<file path="src/rtl/sle_pkg.sv">
// Shared types, constants and codes for the serial line editor.
package sle_pkg;

    localparam int BYTE_W             = 8;
    localparam int MAX_LINE_W         = 6;
    localparam int LINE_DEPTH_DEFAULT = 32;
    localparam int APB_DATA_W         = 32;
    localparam int APB_ADDR_W         = 3;

    localparam logic [BYTE_W-1:0] CH_DEL = 8'h7F;
    localparam logic [BYTE_W-1:0] CH_BS  = 8'h08;
    localparam logic [BYTE_W-1:0] CH_CR  = 8'h0D;
    localparam logic [BYTE_W-1:0] CH_LF  = 8'h0A;
    localparam logic [BYTE_W-1:0] CH_SP  = 8'h20;

    localparam logic KIND_ECHO = 1'b0;
    localparam logic KIND_LINE = 1'b1;

    // register index as decoded from paddr[2]
    localparam logic REG_ECHO_ENABLE = 1'b0;
    localparam logic REG_MAX_LINE    = 1'b1;

    localparam logic                  ECHO_ENABLE_RESET = 1'b1;
    localparam logic [MAX_LINE_W-1:0] MAX_LINE_RESET    = 6'd32;

    typedef struct packed {
        logic                  echo_enable;
        logic [MAX_LINE_W-1:0] max_line;
    } cfg_t;

    typedef enum logic [2:0] {
        S_IDLE,
        S_LINE_RD,
        S_LINE_OUT,
        S_EDIT,
        S_ECHO
    } seq_state_t;

endpackage

</file>
<file path="src/rtl/sle_if.sv">
// Valid/ready channel interfaces for received bytes and results.
interface sle_rx_if;
    logic                        valid;
    logic                        ready;
    logic [sle_pkg::BYTE_W-1:0]  rx_byte;

    modport source (output valid, output rx_byte, input ready);
    modport sink   (input valid, input rx_byte, output ready);
endinterface

interface sle_res_if;
    logic                        valid;
    logic                        ready;
    logic                        result_kind;
    logic [sle_pkg::BYTE_W-1:0]  result_byte;
    logic                        line_cut;
    logic                        last_of_run;

    modport source (output valid, output result_kind, output result_byte,
                    output line_cut, output last_of_run, input ready);
    modport sink   (input valid, input result_kind, input result_byte,
                    input line_cut, input last_of_run, output ready);
endinterface

</file>
<file path="src/rtl/sle_ram.sv">
// Generic single-write, single-read RAM with registered read data.
module sle_ram #(
    parameter int WIDTH = 8,
    parameter int DEPTH = 32
) (
    input  logic                     clk,
    input  logic                     wr_en,
    input  logic [$clog2(DEPTH)-1:0] wr_addr,
    input  logic [WIDTH-1:0]         wr_data,
    input  logic                     rd_en,
    input  logic [$clog2(DEPTH)-1:0] rd_addr,
    output logic [WIDTH-1:0]         rd_data
);

    logic [WIDTH-1:0] mem [DEPTH];
    logic [WIDTH-1:0] rd_data_reg;

    always_ff @(posedge clk)
    begin
        if (wr_en)
        begin
            mem[wr_addr] <= wr_data;
        end
        if (rd_en)
        begin
            rd_data_reg <= mem[rd_addr];
        end
    end

    assign rd_data = rd_data_reg;

endmodule

</file>
<file path="src/rtl/sle_cfg_regs.sv">
// APB configuration registers: echo enable and line limit.
module sle_cfg_regs (
    input  logic                             clk,
    input  logic                             rst_n,
    input  logic                             psel,
    input  logic                             penable,
    input  logic                             pwrite,
    input  logic [sle_pkg::APB_ADDR_W-1:0]   paddr,
    input  logic [sle_pkg::APB_DATA_W-1:0]   pwdata,
    output logic [sle_pkg::APB_DATA_W-1:0]   prdata,
    output sle_pkg::cfg_t                    cfg
);

    logic                              echo_enable_reg;
    logic                              echo_enable_next;
    logic [sle_pkg::MAX_LINE_W-1:0]    max_line_reg;
    logic [sle_pkg::MAX_LINE_W-1:0]    max_line_next;
    logic                              wr_hit;
    logic                              reg_idx;

    assign reg_idx = paddr[2];
    assign wr_hit  = psel && penable && pwrite;

    always_comb
    begin
        echo_enable_next = echo_enable_reg;
        max_line_next    = max_line_reg;
        if (wr_hit)
        begin
            unique case (reg_idx)
                sle_pkg::REG_ECHO_ENABLE: echo_enable_next = pwdata[0];
                sle_pkg::REG_MAX_LINE:    max_line_next = pwdata[sle_pkg::MAX_LINE_W-1:0];
                default:                  ;
            endcase
        end
    end

    always_ff @(posedge clk or negedge rst_n)
    begin
        if (!rst_n)
        begin
            echo_enable_reg <= sle_pkg::ECHO_ENABLE_RESET;
            max_line_reg    <= sle_pkg::MAX_LINE_RESET;
        end
        else
        begin
            echo_enable_reg <= echo_enable_next;
            max_line_reg    <= max_line_next;
        end
    end

    always_comb
    begin
        unique case (reg_idx)
            sle_pkg::REG_ECHO_ENABLE:
                prdata = {{(sle_pkg::APB_DATA_W-1){1'b0}}, echo_enable_reg};
            sle_pkg::REG_MAX_LINE:
                prdata = {{(sle_pkg::APB_DATA_W-sle_pkg::MAX_LINE_W){1'b0}}, max_line_reg};
            default:
                prdata = '0;
        endcase
    end

    assign cfg.echo_enable = echo_enable_reg;
    assign cfg.max_line    = max_line_reg;

endmodule

</file>
<file path="src/rtl/sle_seq.sv">
// Editing sequencer: fill count, line store access, echo and line emission.
module sle_seq #(
    parameter int LINE_DEPTH = sle_pkg::LINE_DEPTH_DEFAULT
) (
    input  logic                  clk,
    input  logic                  rst_n,
    input  sle_pkg::cfg_t         cfg,
    sle_rx_if.sink                rx,
    sle_res_if.source             res
);

    localparam int FILL_W = $clog2(LINE_DEPTH + 1);
    localparam int ADDR_W = $clog2(LINE_DEPTH);
    localparam int B_W    = sle_pkg::BYTE_W;

    sle_pkg::seq_state_t state_reg, state_next;

    logic [FILL_W-1:0] fill_reg, fill_next;
    logic [FILL_W-1:0] len_reg, len_next;
    logic [FILL_W-1:0] idx_reg, idx_next;
    logic [1:0]        echo_idx_reg, echo_idx_next;
    logic [B_W-1:0]    char_reg, char_next;
    logic              erase_reg, erase_next;
    logic              lf_reg, lf_next;
    logic              cut_phase_reg, cut_phase_next;
    logic              tail_reg, tail_next;

    logic              out_valid_reg, out_valid_next;
    logic              out_kind_reg, out_kind_next;
    logic [B_W-1:0]    out_byte_reg, out_byte_next;
    logic              out_cut_reg, out_cut_next;
    logic              out_last_reg, out_last_next;

    logic              can_push;
    logic [FILL_W-1:0] lim;
    logic [B_W-1:0]    in_char;
    logic              in_erase;
    logic              in_lf;
    logic [1:0]        echo_last_idx;
    logic [B_W-1:0]    echo_byte;
    logic              line_end;

    logic              wr_en;
    logic [ADDR_W-1:0] wr_addr;
    logic              rd_en;
    logic [ADDR_W-1:0] rd_addr;
    logic [B_W-1:0]    rd_data;

    sle_ram #(
        .WIDTH (B_W),
        .DEPTH (LINE_DEPTH)
    ) u_line_store (
        .clk     (clk),
        .wr_en   (wr_en),
        .wr_addr (wr_addr),
        .wr_data (char_reg),
        .rd_en   (rd_en),
        .rd_addr (rd_addr),
        .rd_data (rd_data)
    );

    // limit = clamp(max_line, 2, LINE_DEPTH) - 1
    always_comb
    begin
        if ({1'b0, cfg.max_line} > (sle_pkg::MAX_LINE_W + 1)'(LINE_DEPTH))
        begin
            lim = FILL_W'(LINE_DEPTH - 1);
        end
        else if (cfg.max_line < sle_pkg::MAX_LINE_W'(2))
        begin
            lim = FILL_W'(1);
        end
        else
        begin
            lim = FILL_W'(cfg.max_line - sle_pkg::MAX_LINE_W'(1));
        end
    end

    assign in_char  = (rx.rx_byte == sle_pkg::CH_CR) ? sle_pkg::CH_LF : rx.rx_byte;
    assign in_erase = (in_char == sle_pkg::CH_BS) || (in_char == sle_pkg::CH_DEL);
    assign in_lf    = (in_char == sle_pkg::CH_LF);

    assign can_push = !out_valid_reg || res.ready;
    assign line_end = (idx_reg == FILL_W'(len_reg - 1'b1));

    // echo sequence: erase 08 20 08, LF as CR LF, else the byte itself
    always_comb
    begin
        if (erase_reg)
        begin
            echo_last_idx = 2'd2;
            echo_byte     = (echo_idx_reg == 2'd1) ? sle_pkg::CH_SP : sle_pkg::CH_BS;
        end
        else if (lf_reg)
        begin
            echo_last_idx = 2'd1;
            echo_byte     = (echo_idx_reg == 2'd0) ? sle_pkg::CH_CR : sle_pkg::CH_LF;
        end
        else
        begin
            echo_last_idx = 2'd0;
            echo_byte     = char_reg;
        end
    end

    always_comb
    begin
        state_next     = state_reg;
        fill_next      = fill_reg;
        len_next       = len_reg;
        idx_next       = idx_reg;
        echo_idx_next  = echo_idx_reg;
        char_next      = char_reg;
        erase_next     = erase_reg;
        lf_next        = lf_reg;
        cut_phase_next = cut_phase_reg;
        tail_next      = tail_reg;

        out_valid_next = out_valid_reg && !res.ready;
        out_kind_next  = out_kind_reg;
        out_byte_next  = out_byte_reg;
        out_cut_next   = out_cut_reg;
        out_last_next  = out_last_reg;

        rx.ready = 1'b0;
        wr_en    = 1'b0;
        wr_addr  = fill_reg[ADDR_W-1:0];
        rd_en    = 1'b0;
        rd_addr  = idx_reg[ADDR_W-1:0];

        unique case (state_reg)
            sle_pkg::S_IDLE:
            begin
                rx.ready = 1'b1;
                if (rx.valid)
                begin
                    char_next  = in_char;
                    erase_next = in_erase;
                    lf_next    = in_lf;
                    if (fill_reg >= lim)
                    begin
                        // full line goes out first, flagged as cut
                        len_next       = fill_reg;
                        fill_next      = '0;
                        idx_next       = '0;
                        cut_phase_next = 1'b1;
                        tail_next      = in_erase || (!cfg.echo_enable && !in_lf);
                        state_next     = sle_pkg::S_LINE_RD;
                    end
                    else
                    begin
                        state_next = sle_pkg::S_EDIT;
                    end
                end
            end

            sle_pkg::S_EDIT:
            begin
                echo_idx_next = '0;
                if (erase_reg)
                begin
                    if (fill_reg != '0)
                    begin
                        fill_next  = FILL_W'(fill_reg - 1'b1);
                        state_next = cfg.echo_enable ? sle_pkg::S_ECHO : sle_pkg::S_IDLE;
                    end
                    else
                    begin
                        state_next = sle_pkg::S_IDLE;
                    end
                end
                else
                begin
                    wr_en = 1'b1;
                    if (lf_reg)
                    begin
                        len_next       = FILL_W'(fill_reg + 1'b1);
                        fill_next      = '0;
                        idx_next       = '0;
                        cut_phase_next = 1'b0;
                        tail_next      = 1'b1;
                    end
                    else
                    begin
                        fill_next = FILL_W'(fill_reg + 1'b1);
                    end
                    if (cfg.echo_enable)
                    begin
                        state_next = sle_pkg::S_ECHO;
                    end
                    else
                    begin
                        state_next = lf_reg ? sle_pkg::S_LINE_RD : sle_pkg::S_IDLE;
                    end
                end
            end

            sle_pkg::S_ECHO:
            begin
                if (can_push)
                begin
                    out_valid_next = 1'b1;
                    out_kind_next  = sle_pkg::KIND_ECHO;
                    out_byte_next  = echo_byte;
                    out_cut_next   = 1'b0;
                    out_last_next  = (echo_idx_reg == echo_last_idx) && !lf_reg;
                    if (echo_idx_reg == echo_last_idx)
                    begin
                        state_next = lf_reg ? sle_pkg::S_LINE_RD : sle_pkg::S_IDLE;
                    end
                    else
                    begin
                        echo_idx_next = echo_idx_reg + 2'd1;
                    end
                end
            end

            sle_pkg::S_LINE_RD:
            begin
                rd_en      = 1'b1;
                state_next = sle_pkg::S_LINE_OUT;
            end

            sle_pkg::S_LINE_OUT:
            begin
                if (can_push)
                begin
                    out_valid_next = 1'b1;
                    out_kind_next  = sle_pkg::KIND_LINE;
                    out_byte_next  = rd_data;
                    out_cut_next   = cut_phase_reg;
                    out_last_next  = line_end && tail_reg;
                    if (line_end)
                    begin
                        state_next = cut_phase_reg ? sle_pkg::S_EDIT : sle_pkg::S_IDLE;
                    end
                    else
                    begin
                        // fetch the next character while this one is handed over
                        idx_next = FILL_W'(idx_reg + 1'b1);
                        rd_en    = 1'b1;
                        rd_addr  = idx_next[ADDR_W-1:0];
                    end
                end
            end

            default:
            begin
                state_next = sle_pkg::S_IDLE;
            end
        endcase
    end

    always_ff @(posedge clk or negedge rst_n)
    begin
        if (!rst_n)
        begin
            state_reg     <= sle_pkg::S_IDLE;
            fill_reg      <= '0;
            out_valid_reg <= 1'b0;
        end
        else
        begin
            state_reg     <= state_next;
            fill_reg      <= fill_next;
            out_valid_reg <= out_valid_next;
        end
    end

    always_ff @(posedge clk)
    begin
        len_reg       <= len_next;
        idx_reg       <= idx_next;
        echo_idx_reg  <= echo_idx_next;
        char_reg      <= char_next;
        erase_reg     <= erase_next;
        lf_reg        <= lf_next;
        cut_phase_reg <= cut_phase_next;
        tail_reg      <= tail_next;
        out_kind_reg  <= out_kind_next;
        out_byte_reg  <= out_byte_next;
        out_cut_reg   <= out_cut_next;
        out_last_reg  <= out_last_next;
    end

    assign res.valid       = out_valid_reg;
    assign res.result_kind = out_kind_reg;
    assign res.result_byte = out_byte_reg;
    assign res.line_cut    = out_cut_reg;
    assign res.last_of_run = out_last_reg;

endmodule

</file>
<file path="src/rtl/serial_line_editor_core.sv">
// Top level of the serial line editor: config registers and editing sequencer.
//
//  channel   dir  handshake      payload
//  -------   ---  -------------  ----------------------------------------------
//  rx        in   valid/ready    rx_byte
//  res       out  valid/ready    result_kind, result_byte, line_cut, last_of_run
//  apb       in   psel/penable   paddr, pwdata -> prdata (pready tied high)
//
// One received byte at a time; each goes through the edit state and then up to
// 3 echo bytes. Each emitted line starts with a line-store read, and the next
// character is fetched while one is handed over; the single read port of the
// line store sets that pace. A cut line and an LF line can both follow one
// byte. Reset clears the fill count, the state and the output valid; the line
// store needs no clearing since only written entries are read. Stalled results
// hold the sequencer; input waits for the run's last result to be registered.
module serial_line_editor_core #(
    parameter int LINE_DEPTH = sle_pkg::LINE_DEPTH_DEFAULT
) (
    input  logic                             clk,
    input  logic                             rst_n,
    sle_rx_if.sink                           rx,
    sle_res_if.source                        res,
    input  logic                             psel,
    input  logic                             penable,
    input  logic                             pwrite,
    input  logic [sle_pkg::APB_ADDR_W-1:0]   paddr,
    input  logic [sle_pkg::APB_DATA_W-1:0]   pwdata,
    output logic [sle_pkg::APB_DATA_W-1:0]   prdata,
    output logic                             pready
);

    sle_pkg::cfg_t cfg;

    // zero-wait-state register port
    assign pready = 1'b1;

    sle_cfg_regs u_cfg (
        .clk     (clk),
        .rst_n   (rst_n),
        .psel    (psel),
        .penable (penable),
        .pwrite  (pwrite),
        .paddr   (paddr),
        .pwdata  (pwdata),
        .prdata  (prdata),
        .cfg     (cfg)
    );

    // sequencer owns the line store and the output register
    sle_seq #(
        .LINE_DEPTH (LINE_DEPTH)
    ) u_seq (
        .clk   (clk),
        .rst_n (rst_n),
        .cfg   (cfg),
        .rx    (rx),
        .res   (res)
    );

endmodule

</file>
<file path="src/flat_wrapper.sv">
// flat-port wrapper written by rule: the top's interface ports become plain ports
module serial_line_editor_core_flat 
#(
    parameter int LINE_DEPTH = sle_pkg::LINE_DEPTH_DEFAULT
)
  (clk, rst_n, psel, penable, pwrite, paddr, pwdata, prdata, pready, rx_valid, rx_rx_byte, rx_ready, res_valid, res_result_kind, res_result_byte, res_line_cut, res_last_of_run, res_ready);
  sle_rx_if rx_i ();
  sle_res_if res_i ();
  input  logic clk;
  input  logic rst_n;
  input  logic psel;
  input  logic penable;
  input  logic pwrite;
  input  logic [sle_pkg::APB_ADDR_W-1:0] paddr;
  input  logic [sle_pkg::APB_DATA_W-1:0] pwdata;
  output logic [sle_pkg::APB_DATA_W-1:0] prdata;
  output logic pready;
  input wire logic [$bits(rx_i.valid)-1:0] rx_valid;
  input wire logic [$bits(rx_i.rx_byte)-1:0] rx_rx_byte;
  output wire logic [$bits(rx_i.ready)-1:0] rx_ready;
  output wire logic [$bits(res_i.valid)-1:0] res_valid;
  output wire logic [$bits(res_i.result_kind)-1:0] res_result_kind;
  output wire logic [$bits(res_i.result_byte)-1:0] res_result_byte;
  output wire logic [$bits(res_i.line_cut)-1:0] res_line_cut;
  output wire logic [$bits(res_i.last_of_run)-1:0] res_last_of_run;
  input wire logic [$bits(res_i.ready)-1:0] res_ready;
  assign rx_i.valid = rx_valid;
  assign rx_i.rx_byte = rx_rx_byte;
  assign rx_ready = rx_i.ready;
  assign res_valid = res_i.valid;
  assign res_result_kind = res_i.result_kind;
  assign res_result_byte = res_i.result_byte;
  assign res_line_cut = res_i.line_cut;
  assign res_last_of_run = res_i.last_of_run;
  assign res_i.ready = res_ready;
  serial_line_editor_core #(.LINE_DEPTH(LINE_DEPTH)) u_core (.clk(clk), .rst_n(rst_n), .rx(rx_i), .res(res_i), .psel(psel), .penable(penable), .pwrite(pwrite), .paddr(paddr), .pwdata(pwdata), .prdata(prdata), .pready(pready));
endmodule
</file>
<file path="config.mk">
export PLATFORM = sky130hd
export DESIGN_NAME = serial_line_editor_core_flat
export DESIGN_NICKNAME = d
export VERILOG_FILES = /design/src/rtl/sle_pkg.sv /design/src/rtl/sle_if.sv /design/src/rtl/sle_ram.sv /design/src/rtl/sle_cfg_regs.sv /design/src/rtl/sle_seq.sv /design/src/rtl/serial_line_editor_core.sv /design/src/flat_wrapper.sv
export SDC_FILE = /design/constraint.sdc
export NUM_CORES = 1
export LEC_CHECK = 0
export BUFFER_PORTS_ARGS = -buffer_cell sky130_fd_sc_hd__buf_2
export CAP_MARGIN = 40
export CORE_MARGIN = 2
export CORE_UTILIZATION = 60
export DETAILED_ROUTE_END_ITERATION = 10
export GPL_TIMING_DRIVEN = 0
export MAX_ROUTING_LAYER = met4
export PLACE_DENSITY = 0.84
export SLEW_MARGIN = 20
export SYNTH_ARGS = -nofsm -noshare
export SYNTH_HDL_FRONTEND = slang
export SYNTH_SLANG_ARGS = --single-unit
</file>
<file path="constraint.sdc">
create_clock -name clk -period 3.24 [get_ports clk]
set_input_delay 0.162 -clock clk [delete_from_list [all_inputs] [get_ports clk]]
set_output_delay 0.162 -clock clk [all_outputs]
set_load 0.03 [all_outputs]
</file>
==> results of run 1 <==
==> power groups by stage <==
stage | clock, mW | sequential, mW | combinational (mW)
2_1_floorplan | 0 | 5.37 | 5.62
3_3_place_gp | 0 | 5.32 | 7.69
3_5_place_dp | 0 | 5.28 | 7.97
4_1_cts | 3.82 | 5.21 | 9.20
5_1_grt | 3.99 | 5.25 | 11.4
6_report | 3.87 | 5.23 | 11.1
==> how the worst min path moves through the flow <==
stage | to | from | depth (start not counted) | slack [ns]
CTS | u_core.u_cfg.echo_enable_reg | paddr[2] | 3 | 0.04
detailed placement | u_core.u_cfg.max_line_reg[0] | rst_n | 1 | 0.12
floorplan | u_core.u_cfg.max_line_reg[0] | rst_n | 0 | -0.13
finish | u_core.u_cfg.echo_enable_reg | paddr[2] | 3 | 0.04
global placement | u_core.u_seq.state_reg[1] | rst_n | 1 | 0.11
global route | u_core.u_cfg.echo_enable_reg | paddr[2] | 3 | 0.07
==> cell families (layout without fill, tap and decap cells) <==
| family | after synthesis | in the layout | synth area share [%] |
|---|---|---|---|
| flip-flops | 318 | 318 | 59.8 |
| AO/OA/AOI/OAI | 168 | 168 | 8.54 |
| AND/OR/NAND/NOR | 285 | 285 | 9.27 |
| buffers and inverters | 124 | 279 | 4.45 |
| adder cells (fa/ha/maj) | 17 | 17 | 1.34 |
| XOR/XNOR | 22 | 22 | 1.22 |
| other | 2 | 27 | 0.0475 |
| multiplexers | 216 | 216 | 15.3 |
==> timing repair <==
action	4_1_cts	5_1_grt
cloned	2	3
gates resized for setup	138	145
pin swaps	17	21
buffers inserted	13	13
hold buffers	16	0
endpoints found under the hold margin	33	0
endpoints found under the setup margin	282	277
==> layout make-up <==
class	instances	share of cell area, %
buffer	102	4.28
clock buffer	34	4.02
clock inverter	23	1.45
inverter	20	0.384
multi-input combinational	735	34.8
sequential	318	48.4
tap	335	2.14
timing repair buffer	100	4.53
==> through the flow <==
| step | total power, mW | TNS [ns] |
|---|---|---|
| 2_1_floorplan | 11.0 | 0 |
| 3_3_place_gp | 13.0 | -161.73 |
| 3_5_place_dp | 13.3 | -44.74 |
| 4_1_cts | 18.2 | -28.42 |
| 5_1_grt | 20.6 | -4.99 |
| 6_report | 20.2 | -2.12 |
==> routing by layer <==
metal | vias up | part of all wire [%] | track usage [%]
met2 | 786 | 48 | 48.6
met4 | 0 | 5.0 | 13.0
met1 | 5525 | 37 | 39.2
met3 | 204 | 10 | 5.48
met5 | - | 0 | -
li1 | 4719 | - | -
==> worst max-delay path: stages (launching register included) <==
cell and delay [ns]:
sky130_fd_sc_hd__edfxtp_1 0.42, sky130_fd_sc_hd__or3_4 0.44, sky130_fd_sc_hd__nor4_4 0.34, sky130_fd_sc_hd__o2111ai_4 0.18, sky130_fd_sc_hd__o21ai_4 0.29, sky130_fd_sc_hd__buf_6 0.16, sky130_fd_sc_hd__buf_12 0.13, sky130_fd_sc_hd__mux2i_4 0.31
sky130_fd_sc_hd__buf_8 0.20, sky130_fd_sc_hd__buf_4 0.13, sky130_fd_sc_hd__a221oi_2 0.04, sky130_fd_sc_hd__o41ai_2 0.53, sky130_fd_sc_hd__and3_1 0.26
==> cell usage in the layout, fill, tap and decap left out, types with 11 or more instances in the layout <==
cell type / netlist / final
sky130_fd_sc_hd__a21oi_1: 11 / 11
sky130_fd_sc_hd__a221oi_1: 65 / 16
sky130_fd_sc_hd__a221oi_2: 0 / 35
sky130_fd_sc_hd__a221oi_4: 0 / 14
sky130_fd_sc_hd__buf_12: 3 / 12
sky130_fd_sc_hd__buf_2: 14 / 49
sky130_fd_sc_hd__buf_4: 31 / 53
sky130_fd_sc_hd__buf_6: 6 / 11
sky130_fd_sc_hd__buf_8: 1 / 16
sky130_fd_sc_hd__clkbuf_1: 44 / 27
sky130_fd_sc_hd__clkbuf_16: 0 / 34
sky130_fd_sc_hd__conb_1: 2 / 27
sky130_fd_sc_hd__dfrtp_1: 15 / 12
sky130_fd_sc_hd__dlygate4sd3_1: 0 / 16
sky130_fd_sc_hd__edfxtp_1: 301 / 301
sky130_fd_sc_hd__ha_1: 17 / 16
sky130_fd_sc_hd__inv_1: 18 / 17
sky130_fd_sc_hd__mux2_1: 19 / 11
sky130_fd_sc_hd__mux2_2: 24 / 24
sky130_fd_sc_hd__mux2_4: 8 / 16
sky130_fd_sc_hd__mux2i_1: 152 / 151
sky130_fd_sc_hd__nand2_1: 56 / 51
sky130_fd_sc_hd__nand3_1: 16 / 16
sky130_fd_sc_hd__nand3b_1: 15 / 15
sky130_fd_sc_hd__nor2_1: 78 / 43
sky130_fd_sc_hd__nor2_2: 0 / 11
sky130_fd_sc_hd__nor2_4: 0 / 24
sky130_fd_sc_hd__nor2b_1: 71 / 66
sky130_fd_sc_hd__o21ai_0: 14 / 14
sky130_fd_sc_hd__o31ai_1: 12 / 12
sky130_fd_sc_hd__xnor2_1: 15 / 13
==> metrics.txt, run 1 <==
number of optimization iterations in the first detailed-route pass=5; CP Capture Point=u_core.u_seq.u_line_store.rd_data[6]; Main synth FF type=sky130_fd_sc_hd__edfxtp_1; all-layer global routing usage=30.6%; sequential standard cell area=9470 um2; Critical Path Start=u_core.u_seq.len_reg[2]; syn avg cell area=13.7 um2; critical path required time=3.68 ns; buffer levels on the longest clock path=3; via count=11200; placed cells=1564; TritonCTS buffer count=31; Netlist cell types=69; unrepaired setup endpoints after global routing=true; leading cell types by count after synthesis=301 x sky130_fd_sc_hd__edfxtp_1, 152 x sky130_fd_sc_hd__mux2i_1, 78 x sky130_fd_sc_hd__nor2_1; register-to-register path setup slack=-0.32 ns; Mapped Cells=1152; Synth async-reset ratio=5.35%; Total Die Area=27700 um2; launching point of the worst reg2reg path=u_core.u_seq.len_reg[2]; final instance area=19600 um2; CP Capture Type=register; final setup violating endpoints=8; worst reg2reg path endpoint=u_core.u_seq.u_line_store.rd_data[6]; placeable core region=26000 um2; share of power burned in combinational logic=54.8%; EDFF count, synth=301; first-iteration detailed-routing DRC count=1536; overall die width=166 um; register bank with the most flops=u_core.u_seq.u_line_store.mem; tightest hold margin=0.0422 ns; part of the power in registers=26.0%; Placed Instance Area=16700 um2; drc violations=0; worst setup path category=reg2reg; worst-case headroom to the max-slew limit=29.2%; vias in the first global route=10900; TritonCTS clock tree=done; share of Yosys cell area claimed by the top area cell type=57.1%; startpoint class of the critical path=register; initial core utilization=60.9%; WP data arrival=4.00 ns; drt wl/cell=27.4 um; CP Max Fanout=10; Routability Congestion=0.943; Hold Vio Cnt, Final=0; number of pins exceeding their max-slew limit in the final report=0; cell type with the largest total area after synthesis=sky130_fd_sc_hd__edfxtp_1; result of the run=complete, but fails checks; TritonCTS Sinks=318; Least-Margin Pin Slew=1.06 ns; number of nets with antenna violations after detailed routing=0; most common cell in the synthesized netlist=sky130_fd_sc_hd__edfxtp_1; area occupied by multi-input gates=6800 um2; total I/O pin count=96; share of layout cells above drive strength 1=30.1%; FMAX=0.281 GHz; post-synthesis sequential area ratio=59.8%; wire length of the first global-routing pass=63500 um; area overhead of the layout relative to synthesis=23.6%; total power per unit cell area=1030 nW/um2; maximum number of pins on one net before global-route repair=23; Vias/cell=6.74; count of port buffers added during placement=40; count of state elements after synthesis=318; worst-case setup margin in the final layout=-0.319 ns; sum of net half-perimeters after detailed placement=27000 um; Worst Setup Slack post-DPL=-0.882 ns; final core utilization=75.3%; Final period util=110%; Routed WL=45700 um; VDD IR max=0.640 mV; violated checks=setup timing; row count=59; chip height=166 um; Switching Power=8.38 mW; Layout Nets=1375; post-synth design cell area=15800 um2; Min Clock Period, post-route=3.56 ns; Clock power frac=19.2%; number of fillers in the final layout=1457; grt ovf=0; maxcap violations=0; root buffer cell=sky130_fd_sc_hd__clkbuf_16; worst hold path class=in2reg; Reg clk slew, reported paths=0.07 ns; leak pwr=7.20 nW; Net Sw Frac=41.6%; Layout Cells excl Fill=1667; Largest register FFs=256; worst clock skew=0.0211 ns; Max H-tree Level=1; Power Internal=11.8 mW; number of cells on the worst reg-to-reg path=12; clock insertion delay at the later pin of the skew report=0.57 ns; ant diodes=0; ranking of synthesized cells by area=sky130_fd_sc_hd__edfxtp_1 57%, sky130_fd_sc_hd__mux2i_1 9.6%, sky130_fd_sc_hd__a221oi_1 3.6%, sky130_fd_sc_hd__nor2b_1 2.8%, sky130_fd_sc_hd__dfrtp_1 2.4%; Yosys Warn Count=0; antenna violations before repair=0
No activity file was read; power rests on OpenSTA's default activity.
==> run 2: changes to the inputs <==
--- a/config.mk
+++ b/config.mk
@@ -12,7 +12,7 @@
 export DETAILED_ROUTE_END_ITERATION = 10
 export GPL_TIMING_DRIVEN = 0
 export MAX_ROUTING_LAYER = met4
-export PLACE_DENSITY = 0.84
+export PLACE_DENSITY = 0.79
 export SLEW_MARGIN = 20
 export SYNTH_ARGS = -nofsm -noshare
 export SYNTH_HDL_FRONTEND = slang
==> metrics.txt, run 2 (synthesis results as in run 1) <==
Routed WL=45800 um (+0.26%); Total Power=20.9 mW (+3.8%); CP Capture Type=register; Final period util=103% (-6.8 points); Least-Margin Pin Slew=0.837 ns (-0.225 ns); Worst Setup Slack post-DPL=-0.797 ns (+0.0854 ns); part of the power in registers=25.0% (-1.0 points); area overhead of the layout relative to synthesis=26.4%; post-route setup TNS=-0.353 ns (+1.76 ns); final setup violating endpoints=6 (-2); count of port buffers added during placement=40 (unchanged); WP data arrival=3.72 ns (-0.28 ns); cell with the largest stage delay on the worst path=sky130_fd_sc_hd__o41ai_4; wire length of the first global-routing pass=64400 um (+1.5%); grt ovf=0 (unchanged); number of optimization iterations in the first detailed-route pass=6 (+1); row count=59 (unchanged); Critical Path Start=u_core.u_seq.len_reg[0]; highest-count cells in the layout ignoring fill and taps=301 x sky130_fd_sc_hd__edfxtp_1, 147 x sky130_fd_sc_hd__mux2i_1, 61 x sky130_fd_sc_hd__nor2b_1, 52 x sky130_fd_sc_hd__buf_4, 49 x sky130_fd_sc_hd__nand2_1; final core utilization=76.9% (+1.7 points); FMAX=0.300 GHz (+6.6%); number of nets with antenna violations after detailed routing=0 (unchanged); result of the run=complete, but fails checks; Critical Path Max Stage Delay=0.54 ns (about the same); highest metal layer with signal wires=met4; first-iteration detailed-routing DRC count=1527 (-0.59%); CP Capture Point=u_core.u_seq.u_line_store.rd_data[0]; clock insertion delay at the later pin of the skew report=0.51 ns (-0.06 ns); Clock power frac=17.9% (-1.3 points); wire length the detailed router placed on met1=16900 um (+0.63%); Largest register FFs=256 (unchanged); Routed met2 length=22300 um (+1.2%); overall die width=166 um (unchanged); via count=11200 (-0.30%); number of pins exceeding their max-slew limit in the final report=0 (unchanged); Layout Nets=1385 (+0.73%); buffer levels on the longest clock path=3 (unchanged); chip height=166 um (unchanged); register bank with the most flops=u_core.u_seq.u_line_store.mem; CP Max Fanout=7 (-3); share of layout cells above drive strength 1=32.3% (+2.2 points); drc violations=0 (unchanged); leak pwr=7.32 nW (+1.6%); critical path required time=3.62 ns (-0.06 ns); worst hold path class=in2reg; Total Die Area=27700 um2 (unchanged); Max H-tree Level=2 (+1); share of power burned in combinational logic=57.1% (+2.3 points); critical path cell sequence=inv_2, ha_4, xnor2_2, nor2_2, o2111ai_4, o21ai_4, buf_6, buf_12, mux2i_4, buf_12, buf_12, a221oi_4, o41ai_4, and4_4; Reg clk slew, reported paths=0.06 ns (about the same); worst setup path category=reg2reg; total power per unit cell area=1050 nW/um2 (+1.5%); all-layer global routing usage=31.4% (+0.77 points); tightest hold margin=-0.0150 ns (-0.0572 ns); Switching Power=8.76 mW (+4.5%); Vias/cell=6.67 (-1.0%); antenna violations before repair=0 (unchanged); leading cell type in the layout, fill and taps excluded=sky130_fd_sc_hd__edfxtp_1; sum of net half-perimeters after detailed placement=27100 um (+0.50%); maximum number of pins on one net before global-route repair=25 (+8.7%); Routability Congestion=0.933 (-1.0%); VDD IR max=0.712 mV (+11%); Hold Vio Cnt, Final=1 (+1); TritonCTS clock tree=done; cell type with the highest occurrence count on the critical path=sky130_fd_sc_hd__buf_12; total I/O pin count=96 (unchanged); drt wl/cell=27.3 um (-0.46%); Min Clock Period, post-route=3.34 ns (-0.222 ns); initial core utilization=60.9% (unchanged); detailed route wirelength on metal3=4320 um (-5.5%); worst clock skew=0.0115 ns (-0.00957 ns); vias in the first global route=11100 (+0.99%); register-to-register path setup slack=-0.1 ns (+0.22 ns); startpoint class of the critical path=register; TritonCTS buffer count=34 (+9.7%); unrepaired setup endpoints after global routing=true; violated checks=hold timing, setup timing; placeable core region=26000 um2 (unchanged); Net Sw Frac=41.9% (+0.31 points); worst reg2reg path endpoint=u_core.u_seq.u_line_store.rd_data[0]; worst-case setup margin in the final layout=-0.0975 ns (+0.222 ns); TritonCTS Sinks=318 (unchanged); launching point of the worst reg2reg path=u_core.u_seq.len_reg[0]; maxcap violations=0 (unchanged); number of cells on the worst reg-to-reg path=14 (+2); worst-case headroom to the max-slew limit=43.6% (+14 points); root buffer cell=sky130_fd_sc_hd__clkbuf_16; Power Internal=12.2 mW (+3.2%)
[run 2: per-layer routing]
layer,GRT usage [%],up-vias
met5,-,-
met4,13.6,0
met3,4.10,166
met2,51.0,730
met1,40.0,5545
li1,-,4759
[run 2: cell type report]
class                      instances  area (um2)
sequential                       318        9470
multi-input combinational        736        7060
fill                            1416        5990
timing repair buffer             108        1070
clock buffer                      39         891
buffer                           100         845
tap                              335         419
clock inverter                    22         160
inverter                          20        75.1
antenna                            1        2.50
[run 2: worst min-delay path by stage]
stage,startpoint,endpoint,depth (start not counted)
floorplan,rst_n,u_core.u_cfg.max_line_reg[0],0
global placement,rst_n,u_core.u_cfg.max_line_reg[1],1
detailed placement,rst_n,u_core.u_seq.fill_reg[3],1
CTS,res_ready,u_core.u_seq.res.valid,3
global route,res_ready,u_core.u_seq.res.valid,3
finish,res_ready,u_core.u_seq.res.valid,3
[run 2: worst max-delay path, delay by kind of cell (launching register included)]
kind	cells	cell delay, ns
xor gates and xnor gates	1	0.14
muxes	1	0.26
DFF	1	0.44
and+or+nand+nor	2	0.49
adders and majority gates	1	0.21
buffers and inverters	5	0.67
AOI/OAI and AO/OA	4	0.99
[run 2: through the flow]
stage,cell area (um2),instances,hold WS (ns)
after global routing,20000,1678,0.0104
after detailed placement,16700,1565,0.108
after floorplan,15900,1177,-0.134
after CTS,19000,1661,0.00122
after global placement,16500,1552,0.109
final,20000,1679,-0.0150
[run 2: what timing repair did]
action,in CTS,in global routing
endpoints found under the setup margin,284,282
resized for setup,181,162
pin swaps,28,35
cloned,3,4
setup buffers,21,11
hold endpoints to repair,30,0
hold buffers,13,0
[run 2: power by group through the flow]
stage          registers [mW]  logic, mW  clock network (mW)
4_1_cts                  5.20       9.97                3.70
5_1_grt                  5.25       12.3                3.89
2_1_floorplan            5.37       5.62                   0
3_3_place_gp             5.32       7.77                   0
3_5_place_dp             5.29       8.07                   0
6_report                 5.22       11.9                3.74
==> run 3: changes to the inputs <==
--- a/config.mk
+++ b/config.mk
@@ -13,7 +13,7 @@
 export GPL_TIMING_DRIVEN = 0
 export MAX_ROUTING_LAYER = met4
 export PLACE_DENSITY = 0.79
-export SLEW_MARGIN = 20
+export SETUP_SLACK_MARGIN = 0.05
 export SYNTH_ARGS = -nofsm -noshare
 export SYNTH_HDL_FRONTEND = slang
 export SYNTH_SLANG_ARGS = --single-unit
==> metrics.txt, run 3 (synthesis results as in run 1) <==
fraction of met2 tracks used by global routing=50.3% (-0.75 points); share of layout cells above drive strength 1=30.4% (-1.9 points); Max H-tree Level=2 (unchanged); Final period util=104% (+0.57 points); Least-Margin Pin Slew=0.928 ns (+0.0912 ns); CP Max Fanout=8 (+1); leak pwr=7.24 nW (-1.1%); launching point of the worst reg2reg path=u_core.u_seq.len_reg[1]; overall die width=166 um (unchanged); ant diodes=0 (-1); sequential standard cell area=9470 um2 (about the same); buffer levels on the longest clock path=3 (unchanged); Min Clock Period, post-route=3.36 ns (+0.0185 ns); FMAX=0.298 GHz (-0.55%); register bank with the most flops=u_core.u_seq.u_line_store.mem; leading cell type in the layout, fill and taps excluded=sky130_fd_sc_hd__edfxtp_1; Vias/cell=6.63 (-0.66%); critical path required time=3.61 ns (about the same); met1 demand-to-capacity share in global routing=38.4% (-1.6 points); startpoint class of the critical path=register; cell with the largest stage delay on the worst path=sky130_fd_sc_hd__or3_4; sum of net half-perimeters after detailed placement=27000 um (-0.24%); worst clock skew=0.0232 ns (+0.0117 ns); highest-count cells in the layout ignoring fill and taps=301 x sky130_fd_sc_hd__edfxtp_1, 151 x sky130_fd_sc_hd__mux2i_1, 71 x sky130_fd_sc_hd__nor2b_1, 57 x sky130_fd_sc_hd__buf_4, 51 x sky130_fd_sc_hd__nand2_1; Layout Nets=1387 (+0.14%); worst hold path depth=3 (unchanged); area occupied by multi-input gates=6770 um2 (-4.1%); final instance area=19600 um2 (-2.0%); CP Capture Type=register; number of pins exceeding their max-slew limit in the final report=0 (unchanged); fraction of met3 tracks used by global routing=5.70% (+1.6 points); total I/O pin count=96 (unchanged); clock insertion delay at the later pin of the skew report=0.53 ns (+0.02 ns); worst hold path class=in2reg; wire length of the first global-routing pass=63300 um (-1.7%); vias in the first global route=10900 (-1.1%); worst-case headroom to the max-slew limit=38.1% (-5.5 points); Total Die Area=27700 um2 (unchanged); antenna violations before repair=0 (unchanged); terminating pin of the worst hold path=u_core.u_seq.res.valid; drc violations=0 (unchanged); chip height=166 um (unchanged); worst setup path category=reg2reg; worst reg2reg path endpoint=u_core.u_seq.u_line_store.rd_data[0]; all-layer global routing usage=30.9% (-0.52 points); first-iteration detailed-routing DRC count=1430 (-6.4%); initial core utilization=60.9% (unchanged); register-to-register path setup slack=-0.12 ns (-0.02 ns); number of optimization iterations in the first detailed-route pass=5 (-1); Reg clk slew, reported paths=0.06 ns (about the same); number of cells on the worst reg-to-reg path=11 (-3); launch point of the worst hold path=res_ready; TritonCTS buffer count=34 (unchanged); Placed Instance Area=16800 um2 (+0.22%); TritonCTS Sinks=318 (unchanged); TritonCTS clock tree=done; post-route setup TNS=-0.418 ns (-0.0651 ns); count of port buffers added during placement=40 (unchanged); placeable core region=26000 um2 (unchanged); tightest hold margin=0.0183 ns (+0.0334 ns); Largest register FFs=256 (unchanged); kind of cell with the highest combined delay on the critical path=simple AND/OR/NAND/NOR gates; result of the run=complete, but fails checks; drt wl/cell=26.1 um (-4.3%); violated checks=setup timing; WP buf/inv=3 (-2); Critical Path Max Stage Delay=0.44 ns (-0.10 ns); unrepaired setup endpoints after global routing=true; WP data arrival=3.73 ns (about the same); final setup violating endpoints=7 (+1); via count=11100 (-0.60%); critical path cell sequence=or3_4, nor4_4, o2111ai_4, o21ai_4, buf_12, mux2i_4, buf_6, buf_4, a221oi_2, o41ai_2, and4_4; Routability Congestion=0.933 (unchanged); root buffer cell=sky130_fd_sc_hd__clkbuf_16; grt ovf=0 (unchanged); number of nets with antenna violations after detailed routing=0 (unchanged); row count=59 (unchanged); area overhead of the layout relative to synthesis=23.8%; total power per unit cell area=1020 nW/um2 (-2.9%); maxcap violations=0 (unchanged); VDD IR max=0.659 mV (-7.5%); Hold Vio Cnt, Final=0 (-1); number of fillers in the final layout=1462 (+3.2%); Routed WL=43900 um (-4.2%); maximum number of pins on one net before global-route repair=25 (unchanged); Worst Setup Slack post-DPL=-0.836 ns (-0.0394 ns); busiest layer in global routing=met2; worst-case setup margin in the final layout=-0.116 ns (-0.0185 ns)
[run 3: cell count changes in the layout (fill, tap and decap cells not counted), sizes merged]
cell | previous run | this run
diode | 1 | 0
buf | 159 | 157
clkdlybuf4s15 | 1 | 0
clkbuf | 74 | 85
clkinvlp | 2 | 1
clkinv | 18 | 14
a21o | 8 | 7
[run 3: area by class of cell]
type	count	share of cell area, %
buffer	101	3.83
clock buffer	44	4.64
clock inverter	17	0.664
inverter	20	0.383
multi-input combinational	735	34.6
sequential	318	48.3
tap	335	2.14
timing repair buffer	110	5.45
[run 3: worst max-delay path by stage]
stage	startpoint	to	slack, ns	depth (start not counted)
CTS	u_core.u_seq.state_reg[0]	u_core.u_seq.u_line_store.mem[0][1]	-0.15	7
finish	u_core.u_seq.len_reg[1]	u_core.u_seq.u_line_store.rd_data[0]	-0.12	11
global route	u_core.u_seq.state_reg[0]	u_core.u_seq.u_line_store.mem[16][5]	-0.14	7
global placement	u_core.u_seq.idx_reg[0]	u_core.u_seq.u_line_store.rd_data[3]	-0.84	9
detailed placement	u_core.u_seq.len_reg[2]	u_core.u_seq.u_line_store.rd_data[2]	-0.84	10
floorplan	u_core.u_seq.idx_reg[0]	u_core.u_seq.u_line_store.rd_data[4]	0.27	9
[run 3: layer usage]
metal | share of wire (%) | vias to the layer above
li1 | - | 4756
met1 | 37 | 5534
met2 | 49 | 698
met3 | 9.1 | 145
met4 | 4.2 | 0
met5 | 0 | -
[run 3: repair_timing]
action,in CTS,in global routing
hold endpoints to repair,30,0
hold buffers,13,0
setup buffers,24,17
pin swaps,29,19
endpoints found under the setup margin,284,284
gates cloned,3,0
gates resized for setup,155,121
[run 3: through the flow]
stage                     power (mW)  std cells  util [%]
after global routing            20.4       1680      75.4
final                           19.9       1680      75.4
after floorplan                 11.0       1177         -
after global placement          13.1       1552      63.6
after CTS                       18.5       1664      72.7
after detailed placement        13.4       1565      64.6
[run 3: worst reg2reg max path, cell delays in order (launching register included)]
cell	delay, ns
sky130_fd_sc_hd__edfxtp_1	0.39
sky130_fd_sc_hd__or3_4	0.44
sky130_fd_sc_hd__nor4_4	0.20
sky130_fd_sc_hd__o2111ai_4	0.20
sky130_fd_sc_hd__o21ai_4	0.28
sky130_fd_sc_hd__buf_12	0.17
sky130_fd_sc_hd__mux2i_4	0.38
sky130_fd_sc_hd__buf_6	0.24
sky130_fd_sc_hd__buf_4	0.17
sky130_fd_sc_hd__a221oi_2	0.05
sky130_fd_sc_hd__o41ai_2	0.40
sky130_fd_sc_hd__and4_4	0.30
[run 3: power by group]
| part | switching [mW] | leakage, nW | internal, mW | total (mW) |
|---|---|---|---|---|
| Sequential | 0.237 | 2.93 | 4.98 | 5.21 |
| Combinational | 6.36 | 3.81 | 4.61 | 11.0 |
| Clock | 1.58 | 0.505 | 2.14 | 3.72 |
